==> src/hdl/emac_pkg.sv <==
package emac_pkg;

	// Accumulator width of every running sum
	localparam int ACC_W  = 28;
	// Shared squarer operand and product widths
	localparam int MUL_W  = 30;
	localparam int PROD_W = 2 * MUL_W;
	// Square root unit: radicand and root widths
	localparam int SQ_W   = 58;
	localparam int RT_W   = SQ_W / 2;
	localparam int REM_W  = RT_W + 3;
	localparam int RTC_W  = $clog2(RT_W);

	// Result field widths
	localparam int E_SUM_W = 27;
	localparam int M2_W    = 57;
	localparam int MS_W    = 29;
	localparam int MT2_W   = 56;
	localparam int PT_W    = 28;

	// Head-of-queue control from front to back
	typedef struct packed {
		logic valid;
		logic kind;
		logic last;
		logic drop;
	} qctl_t;

	// Square root unit status
	typedef struct packed {
		logic busy;
		logic done;
	} rt_stat_t;

	localparam logic KIND_VISIBLE   = 1'b0;
	localparam logic KIND_INVISIBLE = 1'b1;

endpackage

==> src/hdl/emac_isqrt.sv <==
module emac_isqrt (
	input  logic                       clk,
	input  logic                       arst_n,
	input  logic                       start,
	input  logic [emac_pkg::SQ_W-1:0]  radicand,
	output emac_pkg::rt_stat_t         stat,
	output logic [emac_pkg::RT_W-1:0]  root
);

	logic [emac_pkg::SQ_W-1:0]  x_q;
	logic [emac_pkg::REM_W-1:0] rem_q;
	logic [emac_pkg::RT_W-1:0]  root_q;
	logic [emac_pkg::RTC_W-1:0] cnt_q;
	logic                       busy_q;
	logic                       done_q;

	logic [emac_pkg::REM_W-1:0] rem_sh;
	logic [emac_pkg::REM_W-1:0] trial;
	logic                       ge;

	// One root bit per cycle, restoring digit recurrence
	always_comb begin
		rem_sh = {rem_q[emac_pkg::REM_W-3:0], x_q[emac_pkg::SQ_W-1 -: 2]};
		trial  = emac_pkg::REM_W'({root_q, 2'b01});
		ge     = rem_sh >= trial;
	end

	always_ff @(posedge clk or negedge arst_n) begin
		if (!arst_n) begin
			busy_q <= 1'b0;
			done_q <= 1'b0;
			cnt_q  <= '0;
		end else if (start) begin
			x_q    <= radicand;
			rem_q  <= '0;
			root_q <= '0;
			cnt_q  <= emac_pkg::RTC_W'(emac_pkg::RT_W - 1);
			busy_q <= 1'b1;
			done_q <= 1'b0;
		end else if (busy_q) begin
			x_q    <= x_q << 2;
			rem_q  <= ge ? rem_sh - trial : rem_sh;
			root_q <= {root_q[emac_pkg::RT_W-2:0], ge};
			if (cnt_q == '0) begin
				busy_q <= 1'b0;
				done_q <= 1'b1;
			end else begin
				cnt_q <= cnt_q - 1'b1;
			end
		end else begin
			done_q <= 1'b0;
		end
	end

	assign stat.busy = busy_q;
	assign stat.done = done_q;
	assign root      = root_q;

endmodule

==> src/hdl/emac_front.sv <==
module emac_front #(
	parameter int MAX_VECTORS    = 16,
	parameter int COMPONENT_BITS = 24
) (
	input  logic                             clk,
	input  logic                             arst_n,
	input  logic                             in_valid,
	output logic                             in_stall,
	input  logic                             kind,
	input  logic [COMPONENT_BITS-2:0]        energy,
	input  logic signed [COMPONENT_BITS-1:0] mom_x,
	input  logic signed [COMPONENT_BITS-1:0] mom_y,
	input  logic signed [COMPONENT_BITS-1:0] mom_z,
	input  logic                             last_vector,
	output emac_pkg::qctl_t                  head,
	output logic [COMPONENT_BITS-2:0]        head_e,
	output logic signed [COMPONENT_BITS-1:0] head_px,
	output logic signed [COMPONENT_BITS-1:0] head_py,
	output logic signed [COMPONENT_BITS-1:0] head_pz,
	input  logic                             pop
);

	localparam int CNT_W = $clog2(MAX_VECTORS + 1);

	logic [CNT_W-1:0] count_q;
	logic             drop;
	logic             push;

	logic [COMPONENT_BITS-2:0]        e_mem  [2];
	logic signed [COMPONENT_BITS-1:0] px_mem [2];
	logic signed [COMPONENT_BITS-1:0] py_mem [2];
	logic signed [COMPONENT_BITS-1:0] pz_mem [2];
	logic                             kd_mem [2];
	logic                             ls_mem [2];
	logic                             dr_mem [2];
	logic                             wr_ptr_q;
	logic                             rd_ptr_q;
	logic [1:0]                       fill_q;

	// Classify: vectors past the event limit are marked for dropping
	assign drop     = count_q >= CNT_W'(MAX_VECTORS);
	assign in_stall = fill_q == 2'd2;
	assign push     = in_valid && !in_stall;

	always_ff @(posedge clk or negedge arst_n) begin
		if (!arst_n) begin
			count_q <= '0;
		end else if (push) begin
			if (last_vector)
				count_q <= '0;
			else if (!drop)
				count_q <= count_q + 1'b1;
		end
	end

	// Two-entry queue storage
	always_ff @(posedge clk) begin
		if (push) begin
			e_mem[wr_ptr_q]  <= energy;
			px_mem[wr_ptr_q] <= mom_x;
			py_mem[wr_ptr_q] <= mom_y;
			pz_mem[wr_ptr_q] <= mom_z;
			kd_mem[wr_ptr_q] <= kind;
			ls_mem[wr_ptr_q] <= last_vector;
			dr_mem[wr_ptr_q] <= drop;
		end
	end

	// Queue pointers and fill level
	always_ff @(posedge clk or negedge arst_n) begin
		if (!arst_n) begin
			wr_ptr_q <= 1'b0;
			rd_ptr_q <= 1'b0;
			fill_q   <= '0;
		end else begin
			if (push)
				wr_ptr_q <= !wr_ptr_q;
			if (pop)
				rd_ptr_q <= !rd_ptr_q;
			if (push && !pop)
				fill_q <= fill_q + 1'b1;
			else if (pop && !push)
				fill_q <= fill_q - 1'b1;
		end
	end

	assign head.valid = fill_q != '0;
	assign head.kind  = kd_mem[rd_ptr_q];
	assign head.last  = ls_mem[rd_ptr_q];
	assign head.drop  = dr_mem[rd_ptr_q];
	assign head_e     = e_mem[rd_ptr_q];
	assign head_px    = px_mem[rd_ptr_q];
	assign head_py    = py_mem[rd_ptr_q];
	assign head_pz    = pz_mem[rd_ptr_q];

	a_fill_max: assert property (@(posedge clk) disable iff (!arst_n)
		fill_q <= 2'd2) else $error("queue overfilled");
	a_pop_nonempty: assert property (@(posedge clk) disable iff (!arst_n)
		pop |-> fill_q != '0) else $error("pop from empty queue");
	a_fill_grow: assert property (@(posedge clk) disable iff (!arst_n)
		push && !pop |=> fill_q == $past(fill_q) + 2'd1) else $error("fill count slip");

endmodule

==> src/hdl/emac_back.sv <==
module emac_back #(
	parameter int COMPONENT_BITS = 24
) (
	input  logic                                        clk,
	input  logic                                        arst_n,
	input  emac_pkg::qctl_t                             head,
	input  logic [COMPONENT_BITS-2:0]                   head_e,
	input  logic signed [COMPONENT_BITS-1:0]            head_px,
	input  logic signed [COMPONENT_BITS-1:0]            head_py,
	input  logic signed [COMPONENT_BITS-1:0]            head_pz,
	output logic                                        pop,
	output logic                                        out_valid,
	input  logic                                        out_stall,
	output logic [emac_pkg::E_SUM_W-1:0]                energy_sum,
	output logic signed [emac_pkg::ACC_W-1:0]           px_sum,
	output logic signed [emac_pkg::ACC_W-1:0]           py_sum,
	output logic signed [emac_pkg::ACC_W-1:0]           pz_sum,
	output logic signed [emac_pkg::M2_W-1:0]            mass_squared,
	output logic signed [emac_pkg::MS_W-1:0]            mass_signed,
	output logic signed [emac_pkg::MT2_W-1:0]           transverse_mass_squared,
	output logic [emac_pkg::PT_W-1:0]                   transverse_momentum,
	output logic                                        overflow
);

	localparam int AW = emac_pkg::ACC_W;
	localparam int MW = emac_pkg::MUL_W;
	localparam int PW = emac_pkg::PROD_W;

	typedef enum logic [4:0] {
		S_IDLE, S_I0, S_I1, S_I2, S_I3,
		S_F0, S_F1, S_F2, S_F3, S_F4, S_F5, S_F6, S_F7,
		S_F8, S_F9, S_F9W, S_F10, S_F11, S_EMIT
	} state_t;

	state_t state_q;

	logic [AW-1:0]        tot_e_q;
	logic signed [AW-1:0] tot_px_q;
	logic signed [AW-1:0] tot_py_q;
	logic signed [AW-1:0] tot_pz_q;
	logic [AW-1:0]        vis_e_q;
	logic signed [AW-1:0] vis_pz_q;
	logic signed [AW-1:0] inv_q;
	logic                 drop_q;
	logic                 last_q;
	logic signed [MW-1:0] item_e_q;
	logic signed [MW-1:0] item_z_q;
	logic signed [PW-1:0] prod_q;
	logic signed [PW-1:0] acc_q;
	logic signed [PW-1:0] pt_q;
	logic signed [PW-1:0] m2_q;
	logic signed [PW-1:0] mt2_q;
	logic signed [MW-1:0] et_q;
	logic signed [MW-1:0] mroot_q;
	logic                 neg_q;
	logic [emac_pkg::RT_W-1:0] ptr_q;

	logic signed [MW-1:0] mul_op;
	logic signed [PW-1:0] diff;
	logic signed [PW-1:0] rad_s;
	logic signed [PW-1:0] rad_mag;
	logic                 rt_start;
	logic [emac_pkg::SQ_W-1:0] rt_rad;
	emac_pkg::rt_stat_t   rt_stat;
	logic [emac_pkg::RT_W-1:0] rt_root;
	logic signed [MW-1:0] sroot;
	logic                 emit;

	emac_isqrt u_isqrt (
		.clk      (clk),
		.arst_n   (arst_n),
		.start    (rt_start),
		.radicand (rt_rad),
		.stat     (rt_stat),
		.root     (rt_root)
	);

	// Squarer operand select, one square per cycle
	always_comb begin
		case (state_q)
			S_I0:    mul_op = item_e_q;
			S_I1:    mul_op = item_z_q;
			S_F0:    mul_op = signed'(MW'(tot_e_q));
			S_F1:    mul_op = MW'(tot_px_q);
			S_F2:    mul_op = MW'(tot_py_q);
			S_F3:    mul_op = MW'(tot_pz_q);
			S_F4:    mul_op = signed'(MW'(vis_e_q));
			S_F5:    mul_op = MW'(vis_pz_q);
			S_F8:    mul_op = et_q;
			default: mul_op = '0;
		endcase
	end

	always_ff @(posedge clk) begin
		prod_q <= mul_op * mul_op;
	end

	// Root unit launch and radicand magnitude
	always_comb begin
		diff = acc_q - prod_q;
		case (state_q)
			S_F8:    rad_s = m2_q;
			S_F10:   rad_s = pt_q;
			default: rad_s = diff;
		endcase
		rad_mag  = (rad_s < 0) ? -rad_s : rad_s;
		rt_rad   = emac_pkg::SQ_W'(rad_mag);
		rt_start = (state_q == S_I2) || (state_q == S_F6) ||
		           (state_q == S_F8) || (state_q == S_F10);
		sroot    = neg_q ? -signed'(MW'(rt_root)) : signed'(MW'(rt_root));
	end

	assign pop  = (state_q == S_IDLE) && head.valid;
	assign emit = (state_q == S_EMIT) && (!out_valid || !out_stall);

	// Sequencer, sums and result register
	always_ff @(posedge clk or negedge arst_n) begin
		if (!arst_n) begin
			state_q   <= S_IDLE;
			tot_e_q   <= '0;
			tot_px_q  <= '0;
			tot_py_q  <= '0;
			tot_pz_q  <= '0;
			vis_e_q   <= '0;
			vis_pz_q  <= '0;
			inv_q     <= '0;
			drop_q    <= 1'b0;
			last_q    <= 1'b0;
			out_valid <= 1'b0;
		end else begin
			// result beat loads on emit, drains when taken
			if (emit || (out_valid && !out_stall))
				out_valid <= emit;
			unique case (state_q)
				S_IDLE: begin
					if (head.valid) begin
						last_q <= head.last;
						if (head.drop) begin
							drop_q  <= 1'b1;
							state_q <= head.last ? S_F0 : S_IDLE;
						end else begin
							tot_e_q  <= tot_e_q + AW'(head_e);
							tot_px_q <= tot_px_q + AW'(head_px);
							tot_py_q <= tot_py_q + AW'(head_py);
							tot_pz_q <= tot_pz_q + AW'(head_pz);
							if (head.kind == emac_pkg::KIND_INVISIBLE) begin
								item_e_q <= signed'(MW'(head_e));
								item_z_q <= MW'(head_pz);
								state_q  <= S_I0;
							end else begin
								vis_e_q  <= vis_e_q + AW'(head_e);
								vis_pz_q <= vis_pz_q + AW'(head_pz);
								state_q  <= head.last ? S_F0 : S_IDLE;
							end
						end
					end
				end
				S_I0: state_q <= S_I1;
				S_I1: begin
					acc_q   <= prod_q;
					state_q <= S_I2;
				end
				S_I2: begin
					neg_q   <= diff < 0;
					state_q <= S_I3;
				end
				S_I3: begin
					if (rt_stat.done) begin
						inv_q   <= inv_q + AW'(sroot);
						state_q <= last_q ? S_F0 : S_IDLE;
					end
				end
				S_F0: state_q <= S_F1;
				S_F1: begin
					acc_q   <= prod_q;
					state_q <= S_F2;
				end
				S_F2: begin
					pt_q    <= prod_q;
					state_q <= S_F3;
				end
				S_F3: begin
					pt_q    <= pt_q + prod_q;
					state_q <= S_F4;
				end
				S_F4: begin
					m2_q    <= acc_q - pt_q - prod_q;
					state_q <= S_F5;
				end
				S_F5: begin
					acc_q   <= prod_q;
					state_q <= S_F6;
				end
				S_F6: begin
					neg_q   <= diff < 0;
					state_q <= S_F7;
				end
				S_F7: begin
					if (rt_stat.done) begin
						et_q    <= sroot + MW'(inv_q);
						state_q <= S_F8;
					end
				end
				S_F8: begin
					neg_q   <= m2_q < 0;
					state_q <= S_F9;
				end
				S_F9: begin
					mt2_q   <= prod_q - pt_q;
					state_q <= S_F9W;
				end
				S_F9W: begin
					if (rt_stat.done) begin
						mroot_q <= sroot;
						state_q <= S_F10;
					end
				end
				S_F10: state_q <= S_F11;
				S_F11: begin
					if (rt_stat.done) begin
						ptr_q   <= rt_root;
						state_q <= S_EMIT;
					end
				end
				S_EMIT: begin
					if (emit) begin
						energy_sum              <= tot_e_q[emac_pkg::E_SUM_W-1:0];
						px_sum                  <= tot_px_q;
						py_sum                  <= tot_py_q;
						pz_sum                  <= tot_pz_q;
						mass_squared            <= m2_q[emac_pkg::M2_W-1:0];
						mass_signed             <= mroot_q[emac_pkg::MS_W-1:0];
						transverse_mass_squared <= mt2_q[emac_pkg::MT2_W-1:0];
						transverse_momentum     <= ptr_q[emac_pkg::PT_W-1:0];
						overflow                <= drop_q;
						tot_e_q                 <= '0;
						tot_px_q                <= '0;
						tot_py_q                <= '0;
						tot_pz_q                <= '0;
						vis_e_q                 <= '0;
						vis_pz_q                <= '0;
						inv_q                   <= '0;
						drop_q                  <= 1'b0;
						state_q                 <= S_IDLE;
					end
				end
				default: state_q <= S_IDLE;
			endcase
		end
	end

	a_rt_idle_start: assert property (@(posedge clk) disable iff (!arst_n)
		rt_start |-> !rt_stat.busy) else $error("root unit restarted while busy");
	a_rt_done_wait: assert property (@(posedge clk) disable iff (!arst_n)
		rt_stat.done |-> (state_q == S_I3 || state_q == S_F7 ||
		                  state_q == S_F9W || state_q == S_F11))
		else $error("root finished outside a wait step");
	a_out_hold: assert property (@(posedge clk) disable iff (!arst_n)
		out_valid && out_stall |=> out_valid) else $error("stalled result lost");

endmodule

==> src/hdl/event_mass_accumulator_top.sv <==
// Event mass accumulator.
// Input channel (in_valid / in_stall): one four-vector per beat with its kind
// (visible or invisible) and a last_vector mark that closes the event.
// Output channel (out_valid / out_stall): one result beat per event, carrying
// the summed components, squared and signed invariant mass, squared
// transverse mass, transverse momentum and the overflow mark.
// A two-entry queue sits between the input classifier and the sequencer, so
// the input keeps taking beats while the back end is busy or the output
// is stalled, until the queue is full.
// In the sequencer a visible vector is summed in its idle step; an invisible
// vector also waits for the bit-serial square root unit (29 iterations)
// behind the shared squarer, and no further vector is popped meanwhile.
// Closing an event takes three root extractions plus the squarer steps.
// Vectors past MAX_VECTORS in one event are dropped and flagged.
// Reset clears all sums, the queue and the output valid. A stalled result
// holds in the output register; the sequencer waits in its emit step
// while the queue keeps filling.
module event_mass_accumulator_top #(
	parameter int MAX_VECTORS    = 16,
	parameter int COMPONENT_BITS = 24
) (
	input  logic                                        clk,
	input  logic                                        arst_n,
	input  logic                                        in_valid,
	output logic                                        in_stall,
	input  logic                                        kind,
	input  logic [COMPONENT_BITS-2:0]                   energy,
	input  logic signed [COMPONENT_BITS-1:0]            mom_x,
	input  logic signed [COMPONENT_BITS-1:0]            mom_y,
	input  logic signed [COMPONENT_BITS-1:0]            mom_z,
	input  logic                                        last_vector,
	output logic                                        out_valid,
	input  logic                                        out_stall,
	output logic [emac_pkg::E_SUM_W-1:0]                energy_sum,
	output logic signed [emac_pkg::ACC_W-1:0]           px_sum,
	output logic signed [emac_pkg::ACC_W-1:0]           py_sum,
	output logic signed [emac_pkg::ACC_W-1:0]           pz_sum,
	output logic signed [emac_pkg::M2_W-1:0]            mass_squared,
	output logic signed [emac_pkg::MS_W-1:0]            mass_signed,
	output logic signed [emac_pkg::MT2_W-1:0]           transverse_mass_squared,
	output logic [emac_pkg::PT_W-1:0]                   transverse_momentum,
	output logic                                        overflow
);

	emac_pkg::qctl_t                  head;
	logic [COMPONENT_BITS-2:0]        head_e;
	logic signed [COMPONENT_BITS-1:0] head_px;
	logic signed [COMPONENT_BITS-1:0] head_py;
	logic signed [COMPONENT_BITS-1:0] head_pz;
	logic                             pop;

	emac_front #(
		.MAX_VECTORS    (MAX_VECTORS),
		.COMPONENT_BITS (COMPONENT_BITS)
	) u_front (
		.clk         (clk),
		.arst_n      (arst_n),
		.in_valid    (in_valid),
		.in_stall    (in_stall),
		.kind        (kind),
		.energy      (energy),
		.mom_x       (mom_x),
		.mom_y       (mom_y),
		.mom_z       (mom_z),
		.last_vector (last_vector),
		.head        (head),
		.head_e      (head_e),
		.head_px     (head_px),
		.head_py     (head_py),
		.head_pz     (head_pz),
		.pop         (pop)
	);

	emac_back #(
		.COMPONENT_BITS (COMPONENT_BITS)
	) u_back (
		.clk                     (clk),
		.arst_n                  (arst_n),
		.head                    (head),
		.head_e                  (head_e),
		.head_px                 (head_px),
		.head_py                 (head_py),
		.head_pz                 (head_pz),
		.pop                     (pop),
		.out_valid               (out_valid),
		.out_stall               (out_stall),
		.energy_sum              (energy_sum),
		.px_sum                  (px_sum),
		.py_sum                  (py_sum),
		.pz_sum                  (pz_sum),
		.mass_squared            (mass_squared),
		.mass_signed             (mass_signed),
		.transverse_mass_squared (transverse_mass_squared),
		.transverse_momentum     (transverse_momentum),
		.overflow                (overflow)
	);

endmodule

==> config.mk <==
export PLATFORM = sky130hd
export DESIGN_NAME = event_mass_accumulator_top
export DESIGN_NICKNAME = d
export VERILOG_FILES = /design/src/hdl/emac_pkg.sv /design/src/hdl/emac_isqrt.sv /design/src/hdl/emac_front.sv /design/src/hdl/emac_back.sv /design/src/hdl/event_mass_accumulator_top.sv
export SDC_FILE = /design/constraint.sdc
export NUM_CORES = 2
export LEC_CHECK = 0
export ABC_AREA = 1
export BUFFER_PORTS_ARGS = -buffer_cell sky130_fd_sc_hd__buf_2
export CAP_MARGIN = 20
export CORE_MARGIN = 2
export CORE_UTILIZATION = 45
export DETAILED_ROUTE_END_ITERATION = 8
export PLACE_DENSITY_LB_ADDON = 0.2
export SYNTH_ARGS = -nofsm -noshare
export SYNTH_HDL_FRONTEND = slang
export SYNTH_SLANG_ARGS = --single-unit
export TNS_END_PERCENT = 30
==> constraint.sdc <==
create_clock -name clk -period 32.9 [get_ports clk]
set_clock_uncertainty 0.05 [all_clocks]
set_input_delay 1.645 -clock clk [delete_from_list [all_inputs] [get_ports clk]]
set_output_delay 1.645 -clock clk [all_outputs]
set_load 0.05 [all_outputs]
After elaboration in Yosys (flattened, before gate mapping)

Memory sizes are Yosys's and may differ from the RTL's.
Index checks and enable logic that the tools add are counted.

Equality and inequality tests: 31
Muxes and demuxes: 64
Bitwise logic cells: 1
Multiply operators: 1
Magnitude comparators: 5
Reduce and logical (&&, ||, !) cells: 48
Add/subtract/negate cells: 20

Operator list:

| kind                                                | count |
|---|---|
| 2-to-1 mux 28 bit                                   | 16 |
| case mux 28 bit (2 select lines)                    | 7 |
| case mux 30 bit (9 select lines)                    | 1 |
| case mux 60 bit (2 select lines)                    | 2 |
| < comparator 60 x 1 -> 1 bit, second input constant | 3 |
| subtractor 60 bit                                   | 3 |
| 2-to-1 mux 58 bit                                   | 3 |
| adder 28 x 24 -> 28 bit                             | 4 |
| case mux 5 bit (19 select lines)                    | 1 |
| 2-to-1 mux 5 bit                                    | 13 |
| 2-to-1 mux 32 bit                                   | 2 |
| adder 60 bit                                        | 1 |
| multiplier 30 x 30 -> 60 bit                        | 1 |
| negation 58 bit                                     | 1 |
| adder 28 x 23 -> 28 bit                             | 2 |
| subtractor 56 bit                                   | 1 |
| equality test 5 x 4 -> 1 bit, second input constant | 8 |
| greater-or-equal comparator 32 x 31 -> 1 bit        | 1 |
| subtractor 32 x 31 -> 32 bit                        | 1 |
| adder 30 x 28 -> 30 bit                             | 1 |
| 2-to-1 mux 30 bit                                   | 1 |
| negation 29 -> 30 bit                               | 1 |
| 2-to-1 mux 29 bit                                   | 1 |
| adder 28 bit                                        | 1 |
| 30 further kinds                                    | 94 |

Input port bits: 101
Output and inout bits: 284
Memories: 7
Bits in writable memories: 196
Word-level logic and storage cells: 218
Register bits: 1052

Memories:

| memory         | depth | width | read ports | clocked after Yosys merged registers in | write ports | line             | text |
|---|---|---|---|---|---|---|---|
| u_front.px_mem | 2     | 24    | 1          | 0                                       | 1           | emac_front.sv:30 | `logic signed [COMPONENT_BITS-1:0] px_mem [2];` |
| u_front.py_mem | 2     | 24    | 1          | 0                                       | 1           | emac_front.sv:31 | `logic signed [COMPONENT_BITS-1:0] py_mem [2];` |
| u_front.pz_mem | 2     | 24    | 1          | 0                                       | 1           | emac_front.sv:32 | `logic signed [COMPONENT_BITS-1:0] pz_mem [2];` |
| u_front.e_mem  | 2     | 23    | 1          | 0                                       | 1           | emac_front.sv:29 | `logic [COMPONENT_BITS-2:0] e_mem [2];` |
| u_front.dr_mem | 2     | 1     | 1          | 0                                       | 1           | emac_front.sv:35 | `logic dr_mem [2];` |
| u_front.kd_mem | 2     | 1     | 1          | 0                                       | 1           | emac_front.sv:33 | `logic kd_mem [2];` |
| +1 memories    | n/a   | n/a   | n/a        | n/a                                     | n/a         | n/a              |  |

Longest topological paths before layout

Word-level depth: 7
Gate-level depth with buffers: 46
Gate-level depth less buffers: 44

Hierarchy

From an unflattened synthesis, not the netlist that was laid out.

Cells, all modules: 12440
Area total of the unflattened synthesis: 107249.1 µm²

By module, submodules not included:

| module     | area each (µm²) | cells an instance | instances |
|---|---|---|---|
| emac_back  | 91605.4         | 10999             | 1 |
| emac_isqrt | 8062.7          | 1076              | 1 |
| emac_front | 7581.0          | 365               | 1 |

Worst setup path after synthesis

Ideal clock, no wire load.

Path kind: input to register
From: input out_stall
To: register u_back.energy_sum[0] (netlist bit), enable pin
Setup slack: 17.855 ns
Path buffers: 1
Data arrival time: 14.063 ns
Required time: 31.918 ns
Stages on the path: 8
Cell sequence: nand2_1 nor2_1 nor2_1 inv_2 nor2_1 inv_1 clkbuf_1 nor2_1

Longest elaborated chain between the ends: 4

Ends and longest elaborated chain:

| what                                 | line                             | text |
|---|---|---|
| from (decl)                          | event_mass_accumulator_top.sv:33 | `input logic out_stall,` |
| zero test 1 bit                      | emac_back.sv:114                 | `assign emit = (state_q == S_EMIT) && (!out_valid \|\| !out_stall);` |
| logical OR 1 bit                     | emac_back.sv:114                 |  |
| logical AND 1 bit                    | emac_back.sv:114                 |  |
| AND reduction 3 bit (no source line) | n/a                              |  |
| to (signal assigned)                 | emac_back.sv:227                 | `energy_sum <= tot_e_q[emac_pkg::E_SUM_W-1:0];` |
| to (decl)                            | emac_back.sv:14                  | `output logic [emac_pkg::E_SUM_W-1:0] energy_sum,` |

No other way between the ends.
A chain may end at the register's enable or synchronous reset.

Worst setup path in the final report

From: register u_back.state_q[4]
To: register u_back.prod_q[58]

Longest elaborated chain between the ends: 3
Elaborated cells between the ends (all ways): 11
Classes of those cells: 1 x mul; 9 x eq/ne; 1 x mux

Ends and longest elaborated chain:

| what                                                 | line             | text |
|---|---|---|
| from (decl)                                          | emac_back.sv:35  | `state_t state_q;` |
| from (signal assigned)                               | emac_back.sv:140 | `state_q <= head.last ? S_F0 : S_IDLE;` |
| from (signal assigned)                               | emac_back.sv:153 | `state_q <= head.last ? S_F0 : S_IDLE;` |
| from (signal assigned)                               | emac_back.sv:170 | `state_q <= last_q ? S_F0 : S_IDLE;` |
| equality test 5 x 4 -> 1 bit (tied with other cells) | emac_back.sv:80  | `case (state_q)` |
| case mux 30 bit (9 select lines) *                   | emac_back.sv:80  |  |
| multiplier 30 x 30 -> 60 bit *                       | emac_back.sv:95  | `prod_q <= mul_op * mul_op;` |
| to (signal assigned)                                 | emac_back.sv:95  |  |
| to (decl)                                            | emac_back.sv:48  | `logic signed [PW-1:0] prod_q;` |

Every way passes the cells marked *; elsewhere a longest branch is shown, timed or not.

==> flow_summary.yaml <==
logic_synthesis:
  syn-num-nets: 13923
  async_reset_ff_frac: 0.177
  yosysWarnings: 0
  ys_seq_elements: 1243
  synth_edf_count: 964
  yosysSeqAreaShare: 0.339
  synth_cells: 12178
  ys.flop_type: "edfxtp_1"
  avgSynthCellArea_um2: 8.63
  syn_area_um2: 105000
  ys_types: 71
floorplan:
  die_area_um2: 238000
  die_h_um: 487
  die_w_um: 487
  start_util: 0.452
  io_pins: 385
  rows: 177
  coreArea_um2: 233000
critical_path:
  r2r-start: "u_back.state_q[4]"
  critPathKind: "reg2reg"
  cp.arrival_ns: 11.53
  required_ns: 33.57
  cp-startpoint: "u_back.state_q[4]"
  critPathCaptureType: "flip-flop"
  slowest_delay_ns: 0.92
  path_max_fanout: 56
  rr_endpoint: "u_back.prod_q[58]"
  rrSetupSlack_ns: 22.04
  start_kind: "flip-flop"
  worst-r2r-cell-count: 36
  crit_path_end: "u_back.prod_q[58]"
  slowest_stage: "fa_1"
grt:
  grt_max_degree: 138
  grt_use_total: 0.303
  antenna_found_initial: 19
  grt_pass1_wl_um: 537000
  overflow: 0
  grt_pass1_vias: 85768
timing:
  worst_pin_slew_ns: 1.46
  rsz0062_at_grt: "no"
  finalSetupTns_ns: 0
  finalHoldViolCount: 0
  setup_viol_count_final: 0
  fmax_mhz: 92.1
  post-route-min-period_ns: 10.86
  maxSlewViolCount: 0
  fin_crit_sh: 0.330
  slew_headroom: 0.0272
clock_network:
  h-tree-depth: 4
  cts.sinks: 1243
  clk_latency_ns: 0.83
  root_buffer: "clkbuf_16"
  cts_tree: "yes"
  clk_pin_slew_worst_paths_ns: 0.07
  postCtsHoldBufs: 0
  cts_resized: 0
  clock_tree.buffer_depth: 3
  cts_buffers: 146
  cts_setup_buffers: 0
final_layout:
  nets: 14272
  design_area_um2: 116000
  synthToLayoutAreaGrowth_pct: 10.1
  drive_gt1_frac: 0.0674
placement:
  portBuffers: 384
  gp_congestion: 1.07
  place_area_um2: 111000
  hpwlAfterDp_um: 288000
route:
  wl_per_cell_um: 23.0
  route.detailed.drc: 0
  drt_iter0_markers: 8008
  ant_nets: 0
  vias: 85698
  wl_met1_um: 156000
  viasPerCell: 5.46
  wl_met3_um: 27200
  drt_wl_total_um: 361000
  met2_length_um: 160000
  dr.pass1.iters: 6
  highest_layer: "met5"
worst_hold_path:
  hp-class: "reg2reg"
status:
  status: "finished clean"
job:
  drv_cap: 0
## how the worst min path moves through the flow
stage | start | to | cells after the start
finish | u_back.mt2_q[35] | u_back.transverse_mass_squared[35] | 0
CTS | u_back.mt2_q[35] | u_back.transverse_mass_squared[35] | 0
floorplan | u_back.mroot_q[0] | u_back.mass_signed[0] | 0
global placement | u_back.mt2_q[53] | u_back.transverse_mass_squared[53] | 0
global route | u_back.mt2_q[35] | u_back.transverse_mass_squared[35] | 0
detailed placement | u_back.mroot_q[10] | u_back.mass_signed[10] | 0
## kinds of logic (layout without fill, tap and decap cells)
group / count (synthesis) / count (layout) / share of synthesized area
flip-flops: 1243 / 1243 / 0.339
adder cells (fa/ha/maj): 1644 / 1644 / 0.264
buffers and inverters: 2768 / 3239 / 0.100
XOR/XNOR: 358 / 358 / 0.0298
multiplexers: 2 / 2 / 0.000190
other: 1 / 10 / 0.0000357
AND/OR/NAND/NOR: 4366 / 4366 / 0.169
AO/OA/AOI/OAI: 1796 / 1796 / 0.0982
## cells in the final DEF, fill, tap and decap left out, types with 93 or more instances in the layout
cell / Yosys / final
nand2_1: 2826 / 2823
o21ai_0: 515 / 515
edfxtp_1: 964 / 964
dfrtp_1: 220 / 219
ha_1: 693 / 693
clkbuf_16: 0 / 148
fa_1: 951 / 951
o22ai_1: 127 / 127
buf_4: 2 / 95
nand3_1: 358 / 358
xnor2_1: 93 / 93
buf_2: 73 / 383
a21oi_1: 693 / 690
inv_1: 2466 / 2462
xor2_1: 265 / 265
nor2_1: 869 / 857
## sequential cells by signal, indices dropped and copies added (netlist names), 29 cells and up
name                            flops
u_back.prod_q                      59
u_back.mass_squared                57
u_back.mass_signed                 29
u_front.e_mem                      46
u_back.transverse_mass_squared     56
u_back.mroot_q                     29
u_back.u_isqrt.x_q                 58
u_back.et_q                        30
u_back.u_isqrt.rem_q               30
u_front.px_mem                     48
u_front.py_mem                     48
u_back.u_isqrt.root                29
u_back.m2_q                        59
u_back.pt_q                        60
u_front.pz_mem                     48
u_back.mt2_q                       56
u_back.acc_q                       59
## cells in the mapped netlist (all sizes together) (11+ instances only)
cell type,instances,area share
nor3,80,0.0043
dfrtp,220,0.052
ha,693,0.082
fa,951,0.18
a221oi,30,0.0025
a22o,14,0.0012
o21bai,25,0.0018
xor2,265,0.022
o21ai,546,0.026
clkbuf,172,0.0061
or2,28,0.0017
o22ai,127,0.0076
buf,110,0.0055
a21o,34,0.0024
edfxtp,964,0.28
nor2,897,0.033
a31oi,68,0.0042
o221ai,32,0.0027
a21boi,22,0.0016
xnor2,93,0.0077
o21a,38,0.0027
inv,2482,0.089
and2,11,0.00065
nand3,363,0.018
nand3b,15,0.0011
a211oi,20,0.0014
a21oi,694,0.033
nor4,38,0.0023
o31ai,31,0.0022
o211ai,79,0.0056
nand4,90,0.0055
dfxtp,59,0.011
nand2,2835,0.10
## metal layers
layer / vias up / global-route usage
met5: - / 0
met3: 644 / 0.0461
met2: 3406 / 0.470
met1: 42147 / 0.421
met4: 4 / 0.130
li1: 39497 / -
## final cells by class
type                       count  area, µm²
tap                         3043       3810
antenna                        9       22.5
fill                       21936     117000
timing repair buffer         483       2730
clock buffer                 174       3860
sequential                  1243      35600
clock inverter                96       1260
inverter                    2486       9340
multi-input combinational   8167      59100
## per-stage QoR
step	util	instances	setup slack (ns)	hold slack, ns
final	0.498	15701	22.04	0.342
after global routing	0.498	15700	21.46	0.356
after CTS	0.497	15690	22.07	0.340
after detailed placement	0.475	15420	22.14	0.355
after global placement	0.475	15419	22.14	0.352
after floorplan	-	12178	17.86	0.350
## critical path, delay by kind of cell, from the launching register on
| kind | cells | cell delay (ns) |
|---|---|---|
| AO/OA/AOI/OAI | 4 | 0.74 |
| XOR/XNOR | 1 | 0.17 |
| adder cells (fa/ha/maj) | 9 | 5.01 |
| buffers and inverters | 12 | 2.35 |
| flip-flops | 1 | 0.56 |
| AND/OR/NAND/NOR | 10 | 1.78 |
Power is not shown: default switching activity piles up to over one toggle a cycle in this logic, so the estimate is an artifact.
